`src/tdts_pkg.sv`:
```
// Package for the tick-driven task scheduler: sizes, codes, state encoding
// and the structs passed between the top level and the cells. No dependencies.
package tdts_pkg;

   localparam int NUM_TASKS    = 8;
   localparam int COUNTER_BITS = 16;
   localparam int IDX_BITS     = $clog2(NUM_TASKS);

   // fixed field widths of the channels
   localparam int REQ_INDEX_W = 3;
   localparam int FIELD_CNT_W = 16;
   localparam int PRIO_W      = 16;
   localparam int RUN_TASK_W  = 3;

   localparam logic [IDX_BITS-1:0] SCAN_LAST = IDX_BITS'(NUM_TASKS - 1);

   localparam logic REQ_TICK = 1'b0;
   localparam logic REQ_LOAD = 1'b1;

   localparam logic POLICY_SHORTEST = 1'b0;
   localparam logic POLICY_PRIORITY = 1'b1;

   typedef enum logic [1:0] {
      ST_IDLE,
      ST_SCAN,
      ST_DONE
   } state_type;

   // best candidate handed down the chain
   typedef struct packed {
      logic                    found;
      logic [IDX_BITS-1:0]     idx;
      logic [COUNTER_BITS-1:0] cnt;
      logic [PRIO_W-1:0]       prio;
   } cand_type;

   // broadcast control from the sequencer to every cell
   typedef struct packed {
      logic                    wr_en;
      logic [IDX_BITS-1:0]     wr_idx;
      logic [COUNTER_BITS-1:0] wr_cnt;
      logic [PRIO_W-1:0]       wr_prio;
      logic                    dec_en;
      logic [IDX_BITS-1:0]     dec_idx;
      logic                    policy;
   } cell_ctrl_type;

endpackage

```
`src/tdts_req_if.sv`:
```
// Request channel of the task scheduler: valid/ready plus one request beat.
// Depends on tdts_pkg for field widths.
interface tdts_req_if;
   logic                             valid;
   logic                             ready;
   logic                             req_type;
   logic [tdts_pkg::REQ_INDEX_W-1:0] task_index;
   logic [tdts_pkg::FIELD_CNT_W-1:0] load_counter;
   logic [tdts_pkg::PRIO_W-1:0]      load_priority;

   modport source (output valid, output req_type, output task_index,
                   output load_counter, output load_priority, input ready);
   modport sink   (input valid, input req_type, input task_index,
                   input load_counter, input load_priority, output ready);
endinterface

```
`src/tdts_rsp_if.sv`:
```
// Response channel of the task scheduler: valid/ready plus one result beat.
// Depends on tdts_pkg for field widths.
interface tdts_rsp_if;
   logic                             valid;
   logic                             ready;
   logic [tdts_pkg::RUN_TASK_W-1:0]  running_task;
   logic                             switched;
   logic                             reload_request;
   logic [tdts_pkg::FIELD_CNT_W-1:0] running_counter;

   modport source (output valid, output running_task, output switched,
                   output reload_request, output running_counter, input ready);
   modport sink   (input valid, input running_task, input switched,
                   input reload_request, input running_counter, output ready);
endinterface

```
`src/tdts_cell.sv`:
```
// One task cell: holds a task's counter and priority and compares its entry
// against the candidate from the previous cell. Depends on tdts_pkg.
module tdts_cell (
   input  logic                              clock,
   input  logic                              reset,
   input  logic [tdts_pkg::IDX_BITS-1:0]     cell_index,
   input  tdts_pkg::cell_ctrl_type           ctrl,
   input  tdts_pkg::cand_type                cand_in,
   output tdts_pkg::cand_type                cand_out,
   output logic [tdts_pkg::COUNTER_BITS-1:0] cnt_out
);

   localparam logic [tdts_pkg::COUNTER_BITS-1:0] COUNTER_ONE =
      tdts_pkg::COUNTER_BITS'(1);

   logic [tdts_pkg::COUNTER_BITS-1:0] cnt_ff,  cnt_in;
   logic [tdts_pkg::PRIO_W-1:0]       prio_ff, prio_in;
   tdts_pkg::cand_type                cand_ff, cand_nxt_in;
   logic                              take_own;

   always_comb begin
      cnt_in  = cnt_ff;
      prio_in = prio_ff;
      if (ctrl.wr_en && (ctrl.wr_idx == cell_index)) begin
         cnt_in  = ctrl.wr_cnt;
         prio_in = ctrl.wr_prio;
      end else if (ctrl.dec_en && (ctrl.dec_idx == cell_index)) begin
         cnt_in = cnt_ff - COUNTER_ONE;
      end
   end

   // earlier cells win ties, so replace only on a strict improvement
   always_comb begin
      take_own = 1'b0;
      if (cnt_ff != '0) begin
         if (!cand_in.found) begin
            take_own = 1'b1;
         end else if (ctrl.policy == tdts_pkg::POLICY_SHORTEST) begin
            take_own = (cnt_ff < cand_in.cnt);
         end else begin
            take_own = (prio_ff > cand_in.prio);
         end
      end
      cand_nxt_in = cand_in;
      if (take_own) begin
         cand_nxt_in.found = 1'b1;
         cand_nxt_in.idx   = cell_index;
         cand_nxt_in.cnt   = cnt_ff;
         cand_nxt_in.prio  = prio_ff;
      end
   end

   always_ff @(posedge clock) begin
      if (reset) begin
         cnt_ff  <= '0;
         prio_ff <= '0;
      end else begin
         cnt_ff  <= cnt_in;
         prio_ff <= prio_in;
      end
      cand_ff <= cand_nxt_in;
   end

   assign cand_out = cand_ff;
   assign cnt_out  = cnt_ff;

endmodule

```
`src/tick_driven_task_scheduler_unit.sv`:
```
// Top level of the tick-driven task scheduler: sequencer, running-task state,
// result register and the chain of task cells. Depends on tdts_pkg,
// tdts_req_if, tdts_rsp_if and tdts_cell.
//
//   channel   direction  beat contents
//   req_bus   in         req_type, task_index, load_counter, load_priority
//   rsp_bus   out        running_task, switched, reload_request, running_counter
//   csr_*     in         csr_wr_en, csr_wr_data (policy_mode)
//
// A load beat or a tick that only decrements the running task goes from ST_IDLE
// straight to ST_DONE. A tick that schedules walks the best candidate down the
// chain of NUM_TASKS-1 cells, one cell a cycle, in ST_SCAN before ST_DONE. One
// beat is in work at a time; the next is taken once the
// result has moved into the output register, even while that register waits.
// Reset is synchronous and clears every task entry, the running task and the
// policy; a stalled response holds its beat and blocks only the next result.
module tick_driven_task_scheduler_unit (
   input  logic     clock,
   input  logic     reset,
   tdts_req_if.sink   req_bus,
   tdts_rsp_if.source rsp_bus,
   input  logic     csr_wr_en,
   input  logic     csr_wr_data
);

   tdts_pkg::state_type               state_ff, state_in;
   logic [tdts_pkg::IDX_BITS-1:0]     scan_cnt_ff, scan_cnt_in;
   logic [tdts_pkg::IDX_BITS-1:0]     cur_ff, cur_in;
   logic                              sw_ff, sw_in;
   logic                              reload_ff, reload_in;
   logic                              policy_ff;
   logic                              rsp_valid_ff, rsp_valid_in;
   logic                              rsp_load;
   logic [tdts_pkg::RUN_TASK_W-1:0]   rsp_task_ff;
   logic                              rsp_sw_ff;
   logic                              rsp_reload_ff;
   logic [tdts_pkg::FIELD_CNT_W-1:0]  rsp_cnt_ff;

   tdts_pkg::cell_ctrl_type           ctrl;
   tdts_pkg::cand_type                chain [tdts_pkg::NUM_TASKS];
   logic [tdts_pkg::COUNTER_BITS-1:0] cell_cnt [tdts_pkg::NUM_TASKS];
   logic [tdts_pkg::COUNTER_BITS-1:0] cur_cnt;
   logic                              req_accept;
   logic                              load_ok;
   logic [tdts_pkg::IDX_BITS-1:0]     sched_idx;

   // idle task: entry never written, counter stays zero, no candidate
   assign chain[0]    = '0;
   assign cell_cnt[0] = '0;

   for (genvar i = 1; i < tdts_pkg::NUM_TASKS; i++) begin : g_cell
      tdts_cell u_cell (
         .clock      (clock),
         .reset      (reset),
         .cell_index (tdts_pkg::IDX_BITS'(i)),
         .ctrl       (ctrl),
         .cand_in    (chain[i-1]),
         .cand_out   (chain[i]),
         .cnt_out    (cell_cnt[i])
      );
   end

   assign cur_cnt    = cell_cnt[cur_ff];
   assign req_accept = req_bus.valid && req_bus.ready;

   // drop loads to the idle task and loads beyond the table
   assign load_ok = (req_bus.task_index != '0) &&
                    (32'(req_bus.task_index) < tdts_pkg::NUM_TASKS);

   // winner at the end of the chain, idle task when no counter is left
   assign sched_idx = chain[tdts_pkg::NUM_TASKS-1].found ?
                      chain[tdts_pkg::NUM_TASKS-1].idx : '0;

   always_comb begin
      state_in     = state_ff;
      scan_cnt_in  = scan_cnt_ff;
      cur_in       = cur_ff;
      sw_in        = sw_ff;
      reload_in    = reload_ff;
      rsp_load     = 1'b0;
      rsp_valid_in = rsp_valid_ff && !rsp_bus.ready;
      req_bus.ready = 1'b0;

      ctrl.wr_en   = 1'b0;
      ctrl.wr_idx  = tdts_pkg::IDX_BITS'(req_bus.task_index);
      ctrl.wr_cnt  = tdts_pkg::COUNTER_BITS'(req_bus.load_counter);
      ctrl.wr_prio = req_bus.load_priority;
      ctrl.dec_en  = 1'b0;
      ctrl.dec_idx = cur_ff;
      ctrl.policy  = policy_ff;

      unique case (state_ff)
         tdts_pkg::ST_IDLE: begin
            req_bus.ready = 1'b1;
            if (req_accept) begin
               sw_in     = 1'b0;
               reload_in = 1'b0;
               if (req_bus.req_type == tdts_pkg::REQ_LOAD) begin
                  ctrl.wr_en = load_ok;
                  state_in   = tdts_pkg::ST_DONE;
               end else if ((cur_ff != '0) && (cur_cnt != '0)) begin
                  // running task still has time: burn one slice
                  ctrl.dec_en = 1'b1;
                  state_in    = tdts_pkg::ST_DONE;
               end else begin
                  scan_cnt_in = '0;
                  state_in    = tdts_pkg::ST_SCAN;
               end
            end
         end
         tdts_pkg::ST_SCAN: begin
            scan_cnt_in = scan_cnt_ff + tdts_pkg::IDX_BITS'(1);
            if (scan_cnt_ff == tdts_pkg::SCAN_LAST) begin
               // candidate has settled through every cell
               cur_in      = sched_idx;
               sw_in       = (sched_idx != cur_ff);
               reload_in   = !chain[tdts_pkg::NUM_TASKS-1].found;
               scan_cnt_in = scan_cnt_ff;
               state_in    = tdts_pkg::ST_DONE;
            end
         end
         tdts_pkg::ST_DONE: begin
            // hand the result over once the output register is free
            if (!rsp_valid_ff || rsp_bus.ready) begin
               rsp_load     = 1'b1;
               rsp_valid_in = 1'b1;
               state_in     = tdts_pkg::ST_IDLE;
            end
         end
         default: begin
            state_in = tdts_pkg::ST_IDLE;
         end
      endcase
   end

   always_ff @(posedge clock) begin
      if (reset) begin
         state_ff     <= tdts_pkg::ST_IDLE;
         scan_cnt_ff  <= '0;
         cur_ff       <= '0;
         sw_ff        <= 1'b0;
         reload_ff    <= 1'b0;
         policy_ff    <= tdts_pkg::POLICY_SHORTEST;
         rsp_valid_ff <= 1'b0;
      end else begin
         state_ff     <= state_in;
         scan_cnt_ff  <= scan_cnt_in;
         cur_ff       <= cur_in;
         sw_ff        <= sw_in;
         reload_ff    <= reload_in;
         rsp_valid_ff <= rsp_valid_in;
         if (csr_wr_en) begin
            policy_ff <= csr_wr_data;
         end
      end
   end

   always_ff @(posedge clock) begin
      if (rsp_load) begin
         rsp_task_ff   <= tdts_pkg::RUN_TASK_W'(cur_ff);
         rsp_sw_ff     <= sw_ff;
         rsp_reload_ff <= reload_ff;
         rsp_cnt_ff    <= tdts_pkg::FIELD_CNT_W'(cur_cnt);
      end
   end

   assign rsp_bus.valid           = rsp_valid_ff;
   assign rsp_bus.running_task    = rsp_task_ff;
   assign rsp_bus.switched        = rsp_sw_ff;
   assign rsp_bus.reload_request  = rsp_reload_ff;
   assign rsp_bus.running_counter = rsp_cnt_ff;

   a_load_done: assert property (@(posedge clock) disable iff (reset)
      (req_accept && (req_bus.req_type == tdts_pkg::REQ_LOAD))
         |=> (state_ff == tdts_pkg::ST_DONE))
      else $error("load beat did not go straight to result");

   a_scan_stable: assert property (@(posedge clock) disable iff (reset)
      (state_ff == tdts_pkg::ST_SCAN) |-> ($stable(cur_cnt) && $stable(cur_ff)))
      else $error("task state changed during scan");

   a_scan_bound: assert property (@(posedge clock) disable iff (reset)
      (state_ff == tdts_pkg::ST_SCAN) |-> (scan_cnt_ff <= tdts_pkg::SCAN_LAST))
      else $error("scan counter ran past the chain");

   a_reload_idle: assert property (@(posedge clock) disable iff (reset)
      (rsp_bus.valid && rsp_bus.reload_request) |-> (rsp_bus.running_task == '0))
      else $error("reload request with a real task running");

   a_dec_keeps: assert property (@(posedge clock) disable iff (reset)
      ctrl.dec_en |=> ($stable(cur_ff) && (state_ff == tdts_pkg::ST_DONE)))
      else $error("decrementing tick changed the running task");

endmodule

```
`src/flat_wrapper.sv`:
```
// flat-port wrapper written by rule: the top's interface ports become plain ports
module tick_driven_task_scheduler_unit_flat 
  (clock, reset, csr_wr_en, csr_wr_data, req_bus_valid, req_bus_req_type, req_bus_task_index, req_bus_load_counter, req_bus_load_priority, req_bus_ready, rsp_bus_valid, rsp_bus_running_task, rsp_bus_switched, rsp_bus_reload_request, rsp_bus_running_counter, rsp_bus_ready);
  tdts_req_if req_bus_i ();
  tdts_rsp_if rsp_bus_i ();
  input  logic clock;
  input  logic reset;
  input  logic csr_wr_en;
  input  logic csr_wr_data;
  input wire logic [$bits(req_bus_i.valid)-1:0] req_bus_valid;
  input wire logic [$bits(req_bus_i.req_type)-1:0] req_bus_req_type;
  input wire logic [$bits(req_bus_i.task_index)-1:0] req_bus_task_index;
  input wire logic [$bits(req_bus_i.load_counter)-1:0] req_bus_load_counter;
  input wire logic [$bits(req_bus_i.load_priority)-1:0] req_bus_load_priority;
  output wire logic [$bits(req_bus_i.ready)-1:0] req_bus_ready;
  output wire logic [$bits(rsp_bus_i.valid)-1:0] rsp_bus_valid;
  output wire logic [$bits(rsp_bus_i.running_task)-1:0] rsp_bus_running_task;
  output wire logic [$bits(rsp_bus_i.switched)-1:0] rsp_bus_switched;
  output wire logic [$bits(rsp_bus_i.reload_request)-1:0] rsp_bus_reload_request;
  output wire logic [$bits(rsp_bus_i.running_counter)-1:0] rsp_bus_running_counter;
  input wire logic [$bits(rsp_bus_i.ready)-1:0] rsp_bus_ready;
  assign req_bus_i.valid = req_bus_valid;
  assign req_bus_i.req_type = req_bus_req_type;
  assign req_bus_i.task_index = req_bus_task_index;
  assign req_bus_i.load_counter = req_bus_load_counter;
  assign req_bus_i.load_priority = req_bus_load_priority;
  assign req_bus_ready = req_bus_i.ready;
  assign rsp_bus_valid = rsp_bus_i.valid;
  assign rsp_bus_running_task = rsp_bus_i.running_task;
  assign rsp_bus_switched = rsp_bus_i.switched;
  assign rsp_bus_reload_request = rsp_bus_i.reload_request;
  assign rsp_bus_running_counter = rsp_bus_i.running_counter;
  assign rsp_bus_i.ready = rsp_bus_ready;
  tick_driven_task_scheduler_unit u_core (.clock(clock), .reset(reset), .req_bus(req_bus_i), .rsp_bus(rsp_bus_i), .csr_wr_en(csr_wr_en), .csr_wr_data(csr_wr_data));
endmodule
```
`config.mk`:
```
export PLATFORM = sky130hd
export DESIGN_NAME = tick_driven_task_scheduler_unit_flat
export DESIGN_NICKNAME = d
export VERILOG_FILES = /design/src/tdts_pkg.sv /design/src/tdts_req_if.sv /design/src/tdts_rsp_if.sv /design/src/tdts_cell.sv /design/src/tick_driven_task_scheduler_unit.sv /design/src/flat_wrapper.sv
export SDC_FILE = /design/constraint.sdc
export NUM_CORES = 1
export LEC_CHECK = 0
export BUFFER_PORTS_ARGS = -buffer_cell sky130_fd_sc_hd__buf_4
export CAP_MARGIN = 40
export CORE_UTILIZATION = 59
export CTS_CLUSTER_SIZE = 14
export DETAILED_ROUTE_END_ITERATION = 7
export PLACE_DENSITY = 0.78
export SYNTH_ARGS = -nofsm -noshare
export SYNTH_HDL_FRONTEND = slang
export SYNTH_SLANG_ARGS = --single-unit
```
`constraint.sdc`:
```
create_clock -name clock -period 9.65 [get_ports clock]
set_input_delay 1.93 -clock clock [delete_from_list [all_inputs] [get_ports clock]]
set_output_delay 1.93 -clock clock [all_outputs]
set_load 0.01 [all_outputs]
```
# After elaboration in Yosys (flattened, before gate mapping)
# Index checks and enable logic that the tools add are counted.
# totals
ff_bits	477
wordCells	212
# classes
addsub	8
magnitude_cmp	13
n_eq_ne	24
n_mux	71
bitwise_logic	1
n_reduce_logical	44
# op_table
op	count
$mux W16	16
$mux W32	5
$reduce_bool A16 Y1	8
$sub A16 B1 Y16 const B	7
$gt A16 B16 Y1	6
$lt A16 B16 Y1	6
$bmux W16 S3	1
$mux W36	1
$mux W1	34
$eq A3 B3 Y1 const B	9
$logic_and A1 B1 Y1	17
$reduce_bool A2 Y1	8
$mux W3	5
$eq A3 B2 Y1 const B	4
$mux W2	5
$eq A3 B1 Y1 const B	2
$ne A2 B1 Y1 const B	3
$ne A2 B2 Y1 const B	3
$pmux W2 S3	1
$pmux W3 S2	1
$reduce_and A3 Y1	2
$reduce_bool A3 Y1	2
$reduce_and A5 Y1	1
$ge A4 B4 Y1 const B	1
other kinds (10)	13

# Longest topological paths before layout
# Gate-level depths: netlist (run 1).
# logic_depth
ltp_word	13
depth_mapped	13

# Hierarchy
# Synthesis (run 1) repeated with hierarchy kept, for this count alone.
# unflattened
hier_cells	2765
area_unflattened_um2	27355.0
# modules_own_cells
mod	instances	cells_each	area_each_um2	seq_area_each_um2
tdts_cell (u_core.g_cell[1].u_cell ...)	6	365	3574.7	1361.3
tdts_cell (u_core.g_cell[7].u_cell)	1	354	3533.4	1361.3
tick_driven_task_scheduler_unit	1	221	2373.5	870.8

# Worst setup path before layout (run 1)
# Ideal clock, no wire load.
# synth_path
path_type	input to register
from	input req_bus_req_type
to	register u_core.g_cell[5].u_cell.cnt_ff, in the netlist u_core.g_cell[5].u_cell.cnt_out[8]
arrival_ns	3.946
t_required_ns	9.559
setup_slack_ns	5.613
cell_stages	8
n_path_buf	1
path_cell_list	nand2b_1 or3_1 nor3b_1 and2_1 clkbuf_1 nand3_1 or3_1 a311oi_1
# synth_between
elab_chain_cells	5
elab_cells_between_ends	10
# synth_rtl
item	line_no	text
start: declaration	flat_wrapper.sv:11	input wire logic [$bits(req_bus_i.req_type)-1:0] req_bus_req_type;
$mux W1	tick_driven_task_scheduler_unit.sv:98	if (req_bus.req_type == tdts_pkg::REQ_LOAD) begin
$mux W1	tick_driven_task_scheduler_unit.sv:95	if (req_accept) begin
$mux W1	tick_driven_task_scheduler_unit.sv:92	unique case (state_ff)
$logic_and A1 B1 Y1 (on tied branches)	tdts_cell.sv:24, tdts_cell.sv:27	
$mux W16 or $reduce_bool A2 Y1 (tied branches)	-	
end signal: assignment	tdts_cell.sv:58	cnt_ff <= cnt_in;
end: declaration	tdts_cell.sv:16	logic [tdts_pkg::COUNTER_BITS-1:0] cnt_ff, cnt_in;
# Several ways; a longest one is shown, not always the timed one.
# A chain may end at the register's enable or synchronous reset.

# Worst setup path after layout (run 1)
# layout_path
from	register u_core.cur_ff[1] in the netlist's numbering
to	register u_core.scan_cnt_ff[2] in the netlist's numbering
# layout_between
elab_chain_cells	8
elab_cells_between_ends	9
# layout_rtl
item	line_no	text
start: declaration	tick_driven_task_scheduler_unit.sv:28	logic [tdts_pkg::IDX_BITS-1:0] cur_ff, cur_in;
start signal: assignment	tick_driven_task_scheduler_unit.sv:148	cur_ff <= cur_in;
$not A3 Y4 (not written as such)	tick_driven_task_scheduler_unit.sv:63	assign cur_cnt = cell_cnt[cur_ff];
$bmux W16 S3	tick_driven_task_scheduler_unit.sv:63	
$mux W16 (not written as such) (2 in series)	tick_driven_task_scheduler_unit.sv:63	
$reduce_bool A16 Y1	tick_driven_task_scheduler_unit.sv:101	end else if ((cur_ff != '0) && (cur_cnt != '0)) begin
$logic_and A1 B1 Y1 (*)	tick_driven_task_scheduler_unit.sv:101	
$ne A2 B2 Y1 (no source line) (*)	-	
$reduce_and A5 Y1 (no source line) (*)	-	
end signal: assignment	tick_driven_task_scheduler_unit.sv:147	scan_cnt_ff <= scan_cnt_in;
end: declaration	tick_driven_task_scheduler_unit.sv:27	logic [tdts_pkg::IDX_BITS-1:0] scan_cnt_ff, scan_cnt_in;
# Every way passes the cells marked *; elsewhere a longest branch is shown, timed or not. The select of a mux whose other input is x is not followed.

==> out/results.ini, run 1 <==
[synth]
yosys-mux-area-fraction_pct=8.75
postSynthCellCount=2598
synth_area_mm2=0.0236
ys.flop_type=dfxtp_1
synthTopCellsByArea=dfxtp_1 (38%), ha_1 (10%), mux2_2 (6.7%)
synth_top_cell_by_area=dfxtp_1
synth_commonest_cells=dfxtp_1 (451), nand2_1 (297), inv_1 (218), ha_1 (195), a21oi_1 (172)
synth_compound_area_share_pct=14.7
yosysSeqAreaShare_pct=41.0
synth_top_family_by_area=simple AND/OR/NAND/NOR gates
synth_edf_count=21
synth.top_cell.area_share_pct=38.3
post-synth-top-count-cell=dfxtp_1
syn_nets=2835
synthSimpleGateAreaFrac_pct=16.6
synth.distinct_cells=77
yosys_warnings=0
synth-xor-area-share_pct=2.64
syn_avg_cell_area_um2=9.07
synthArstFlopShare_pct=0
ys_seq_elements=472
yosys.area_share.adder_pct=10.4

[sta]
fin_worst_skew_ns=0.0166
relSlewSlack_pct=33.2
hold_viol=0
hold_slack_ns=0.402
setup_tns_ns=0
setup_viol=0
worst_slew_pin_slew_ns=0.989
post-route-min-period_ns=4.71
rsz0062_at_grt=no
slew_violations=0
fin_crit_sh_pct=48.8
fmax_mhz=212

[routing]
vias_per_cell=6.19
wl_per_cell_um=21.0
routed_wl_um=66600
dr.pass1.iters=6
vias=19600
drtAntennaViolNets=0
drtIter0Drc=1929
drc_errors=0

[global_route]
grt_pass1_wl_um=104000
grt_max_degree=77
grt_usage_pct=32.3
grt_pass1_vias=18800
antenna_found_initial=0
grt_overflow_total=0

[cts]
cts_buffer_depth=3
cts.repair.resized=0
cts_sinks=472
clock_latency_ns=0.60
cts_tree=yes
cts.clk_slew.worst_paths_ns=0.06
hold_buffers=0
post_cts_buffers=0
htreeDepth=2
cts_root_buf=clkbuf_16
cts_inserted_buffers=49

[power]
ir_drop_mv=0.141
powerDensity_mw_per_mm2=180
power_leakage_nw=10.4
p_total_mw=4.73

[run_status]
status=completed

[critical_path]
cp-start-kind=flop
cp.required_ns=10.14
end_kind=flop
cp.arrival_ns=5.20
worstSetupPathType=flop to flop
path_max_fanout=56

[final_layout]
final_area_mm2=0.0262
nets=2844
antenna_cells=0
layout-drive-gt1-share_pct=14.0
final_util_pct=67.3
syn_to_final_growth_pct=11.4

[flow_run]
maxCapViolCount=0

[floorplanning]
start_util_pct=60.4
std_cell_rows=72
io_pins=65
die_y_um=202
die_x_um=202
core_mm2=0.0390
die-area_mm2=0.0407

[placement]
finalWeightedCongestion=0.965
placed_cell_area_mm2=0.0245
port_buffers=64
place_hpwl_um=48300

[worst_hold_path]
hold_class=flop to flop

==> layout make-up <==
type                            instances  area, um2
Clock buffer                           66       1460
Clock inverter                         26        302
Fill cell                            3016      12800
Inverter                              218        818
Multi-Input combinational cell       1769      12600
Sequential cell                       472       9660
Tap cell                              518        648
Timing Repair Buffer                   97        795
==> layout by cell type (no fill, tap or decap), drive strengths merged, types with 48 or more instances in the layout <==
| cell type | count |
|---|---|
| dfxtp | 451 |
| nand2 | 300 |
| inv | 219 |
| ha | 195 |
| a21oi | 172 |
| nor2 | 154 |
| mux2 | 145 |
| buf | 96 |
| a211oi | 80 |
| clkbuf | 66 |
| nand4 | 58 |
| nand3 | 55 |
| a21o | 53 |
| o21ai | 48 |
| xor2 | 48 |
==> worst paths after layout <==
check | cells past startpoint | slack (ns) | endpoint | start
max | 10 | 4.94 | u_core.scan_cnt_ff[2] | u_core.cur_ff[1]
min | 1 | 0.40 | u_core.g_cell[3].u_cell.cand_out[33] | u_core.g_cell[2].u_cell.cand_out[33]
max reg2reg | 10 | 4.94 | u_core.scan_cnt_ff[2] | u_core.cur_ff[1]
min reg2reg | 1 | 0.40 | u_core.g_cell[3].u_cell.cand_out[33] | u_core.g_cell[2].u_cell.cand_out[33]
==> metal layers <==
metal  up-vias  track usage [%]  share of wire, %
li1       9154                -                 -
met1      9374             43.9                43
met2       887             50.6                44
met3       171             5.63               8.5
met4         0             13.9               4.0
met5         -                0                 0
==> registers in the layout, indices dropped and copies added (netlist names), 2 cells and up <==
| name | flops |
|---|---|
| u_core.state_ff | 2 |
| u_core.g_cell.u_cell.prio_ff | 112 |
| u_core.g_cell.u_cell.cand_out | 215 |
| u_core.g_cell.u_cell.cnt_out | 112 |
| u_core.cur_ff | 3 |
| u_core.rsp_bus.running_task | 3 |
| u_core.scan_cnt_ff | 3 |
| u_core.rsp_bus.running_counter | 16 |
==> report_power, final <==
| part | internal [mW] | switching (mW) |
|---|---|---|
| Clock | 1.20 | 0.816 |
| Sequential | 2.05 | 0.0698 |
| Combinational | 0.241 | 0.357 |
==> cells by family after synthesis <==
kind of cell	Yosys count
compound gates	517
xor+xnor	71
fa+ha+maj	195
buf+inv	357
flops	472
mux	180
simple gates	806
==> through the flow <==
step / cells / setup slack [ns]
6_report: 3166 / 4.94
5_1_grt: 3166 / 4.83
4_1_cts: 3166 / 5.10
3_5_place_dp: 3074 / 4.91
3_3_place_gp: 3065 / 4.69
2_1_floorplan: 2598 / 5.61
==> critical path, cell delays in order, from the launching register on <==
cell and delay [ns]:
dfxtp_2 0.31, buf_4 0.59, nor2b_1 0.40, a221o_1 0.45
a222oi_1 0.45, nor4b_2 0.31, or4b_2 0.99, buf_4 0.43
o31ai_4 0.28, a21oi_1 0.12, a22o_1 0.20
Note: power is estimated with default switching activity, not from simulation.
==> run 2, diff against run 1 <==
==> constraint.sdc (replaced) <==
create_clock -name clock -period 4.75 [get_ports clock]
set_input_delay 0.95 -clock clock [delete_from_list [all_inputs] [get_ports clock]]
set_output_delay 0.95 -clock clock [all_outputs]
set_load 0.01 [all_outputs]
==> out/results.ini, run 2 (same netlist as run 1, synthesis figures left out) <==
[sta]
hold_viol=0  ; unchanged
worst_slew_pin_slew_ns=0.998  ; was 0.989 ns
setup_tns_ns=0  ; unchanged
setup_viol=0  ; unchanged
slew_violations=0  ; unchanged
fin_worst_skew_ns=0.0196  ; was 0.0166 ns
post-route-min-period_ns=4.25  ; was 4.71 ns
rsz0062_at_grt=no  ; unchanged
fmax_mhz=235  ; was 212 MHz
relSlewSlack_pct=32.6  ; was 33.2%
fin_crit_sh_pct=89.5  ; was 48.8%

[final_layout]
largest_reg_flops=215  ; unchanged
layout-drive-gt1-share_pct=14.0  ; about the same
layout_commonest_cell=dfxtp_1  ; unchanged
multi_input_area_mm2=0.0126  ; about the same
fillers=3067  ; was 3016
syn_to_final_growth_pct=11.2  ; was 11.4%
regArea_mm2=0.00966  ; unchanged
nets=2858  ; was 2844
final_cell_mix=dfxtp_1 (450), nand2_1 (297), inv_1 (218), ha_1 (195), a21oi_1 (172)  ; unchanged

[global_route]
antenna_found_initial=2  ; was 0
grt_pass1_vias=19100  ; was 18800
use_met3_pct=5.39  ; was 5.63%
grt_usage_pct=33.6  ; was 32.3%
grt_pass1_wl_um=108000  ; was 104000 um
use_met2_pct=51.8  ; was 50.6%
grt_use_met1_pct=45.8  ; was 43.9%
grt_overflow_total=0  ; unchanged
busiest_layer=met2  ; unchanged
grt_max_degree=77  ; unchanged

[critical_path]
path_max_fanout=33  ; was 56
cp-start-kind=flop  ; unchanged
cp.required_ns=5.25  ; was 10.14 ns
worstSetupPathType=flop to flop  ; unchanged
end_kind=flop  ; unchanged
cp.arrival_ns=4.75  ; was 5.20 ns

[power]
p_int_mw=6.95  ; was 3.49 mW
power_switching_mw=2.48  ; was 1.24 mW
swShare_pct=26.3  ; was 26.2%
p_total_mw=9.43  ; was 4.73 mW
power_frac_clock_pct=41.4  ; was 42.7%
p_comb_share_pct=13.0  ; was 12.6%
ir_drop_mv=0.263  ; was 0.141 mV
powerDensity_mw_per_mm2=360  ; was 180 mW/mm2
power_leakage_nw=10.4  ; about the same
seqPwrFrac_pct=45.6  ; was 44.7%

[cts]
clock_latency_ns=0.60  ; about the same
cts_buffer_depth=3  ; unchanged
cts_sinks=472  ; unchanged
cts_inserted_buffers=49  ; unchanged
cts.repair.resized=0  ; unchanged
cts_tree=yes  ; unchanged
htreeDepth=2  ; unchanged
hold_buffers=0  ; unchanged
post_cts_buffers=0  ; unchanged
cts_root_buf=clkbuf_16  ; unchanged
cts.clk_slew.worst_paths_ns=0.06  ; about the same

[floorplanning]
core_mm2=0.0390  ; unchanged
std_cell_rows=72  ; unchanged
start_util_pct=60.4  ; unchanged
die-area_mm2=0.0407  ; unchanged
die_y_um=202  ; unchanged
die_x_um=202  ; unchanged
io_pins=65  ; unchanged

[worst_hold_path]
hold_class=flop to flop  ; unchanged

[routing]
routed_wl_um=69300  ; was 66600 um
vias=19700  ; was 19600
vias_per_cell=6.22  ; was 6.19
drtIter0Drc=2043  ; was 1929
wl_per_cell_um=21.8  ; was 21.0 um
dr.pass1.iters=6  ; unchanged
drc_errors=0  ; unchanged
drtAntennaViolNets=0  ; unchanged

[placement]
place_hpwl_um=50200  ; was 48300 um
port_buffers=64  ; unchanged
finalWeightedCongestion=0.962  ; was 0.965

[flow_run]
maxCapViolCount=0  ; unchanged

[run_status]
status=completed  ; unchanged

run 2: final timing paths:
| kind | start | endpoint | slack, ns | cells past startpoint |
|---|---|---|---|---|
| hold / removal | u_core.g_cell[4].u_cell.cand_out[34] | u_core.g_cell[5].u_cell.cand_out[34] | 0.41 | 1 |
| hold reg to reg | u_core.g_cell[4].u_cell.cand_out[34] | u_core.g_cell[5].u_cell.cand_out[34] | 0.41 | 1 |
| setup / recovery | u_core.cur_ff[0] | u_core.g_cell[3].u_cell.cnt_out[14] | 0.50 | 10 |
| setup reg to reg | u_core.cur_ff[0] | u_core.g_cell[3].u_cell.cnt_out[14] | 0.50 | 10 |
run 2: cell type report:
| cell class | count | share of cell area, % |
|---|---|---|
| diodes | 1 | 0.00955 |
| inverters | 218 | 3.12 |
| multi-input cells | 1769 | 47.9 |
| clock inverters | 16 | 0.793 |
| repair buffers | 111 | 3.39 |
| clock buffers | 70 | 5.40 |
| well taps | 518 | 2.47 |
| flip-flops and latches | 472 | 36.9 |
run 2: metrics by stage:
step	cells	cell area [um2]	setup WS, ns	hold WS [ns]	utilization (%)
final	3175	26200	0.497	0.405	67.2
after global routing	3174	26200	0.274	0.424	67.2
after CTS	3174	26200	0.531	0.408	67.2
after detailed placement	3088	24600	0.520	0.394	63.0
after global placement	3083	24500	0.693	0.387	62.8
after floorplan	2598	23600	1.61	0.386	-
run 2: layer usage:
metal,part of all wire (%),vias to the layer above
li1,-,9177
met1,43,9470
met2,44,897
met3,8.4,193
met4,4.7,2
met5,0.019,-
run 2: critical path, cell delays in order, from the launching register on:
cell	delay (ns)
dfxtp_1	0.58
buf_4	0.27
and2_1	0.50
a22oi_1	0.26
a222oi_1	0.38
nor4b_2	0.31
or4b_2	0.83
buf_4	0.36
nand4_1	0.25
o31ai_1	0.10
a311oi_1	0.30
run 2: power groups by stage:
stage | clock network (mW) | registers (mW) | logic [mW]
floorplan | 0 | 4.31 | 0.830
global placement | 0 | 4.38 | 1.16
detailed placement | 0 | 4.38 | 1.19
CTS | 3.92 | 4.29 | 1.20
global route | 4.11 | 4.31 | 1.31
finish | 3.90 | 4.30 | 1.22
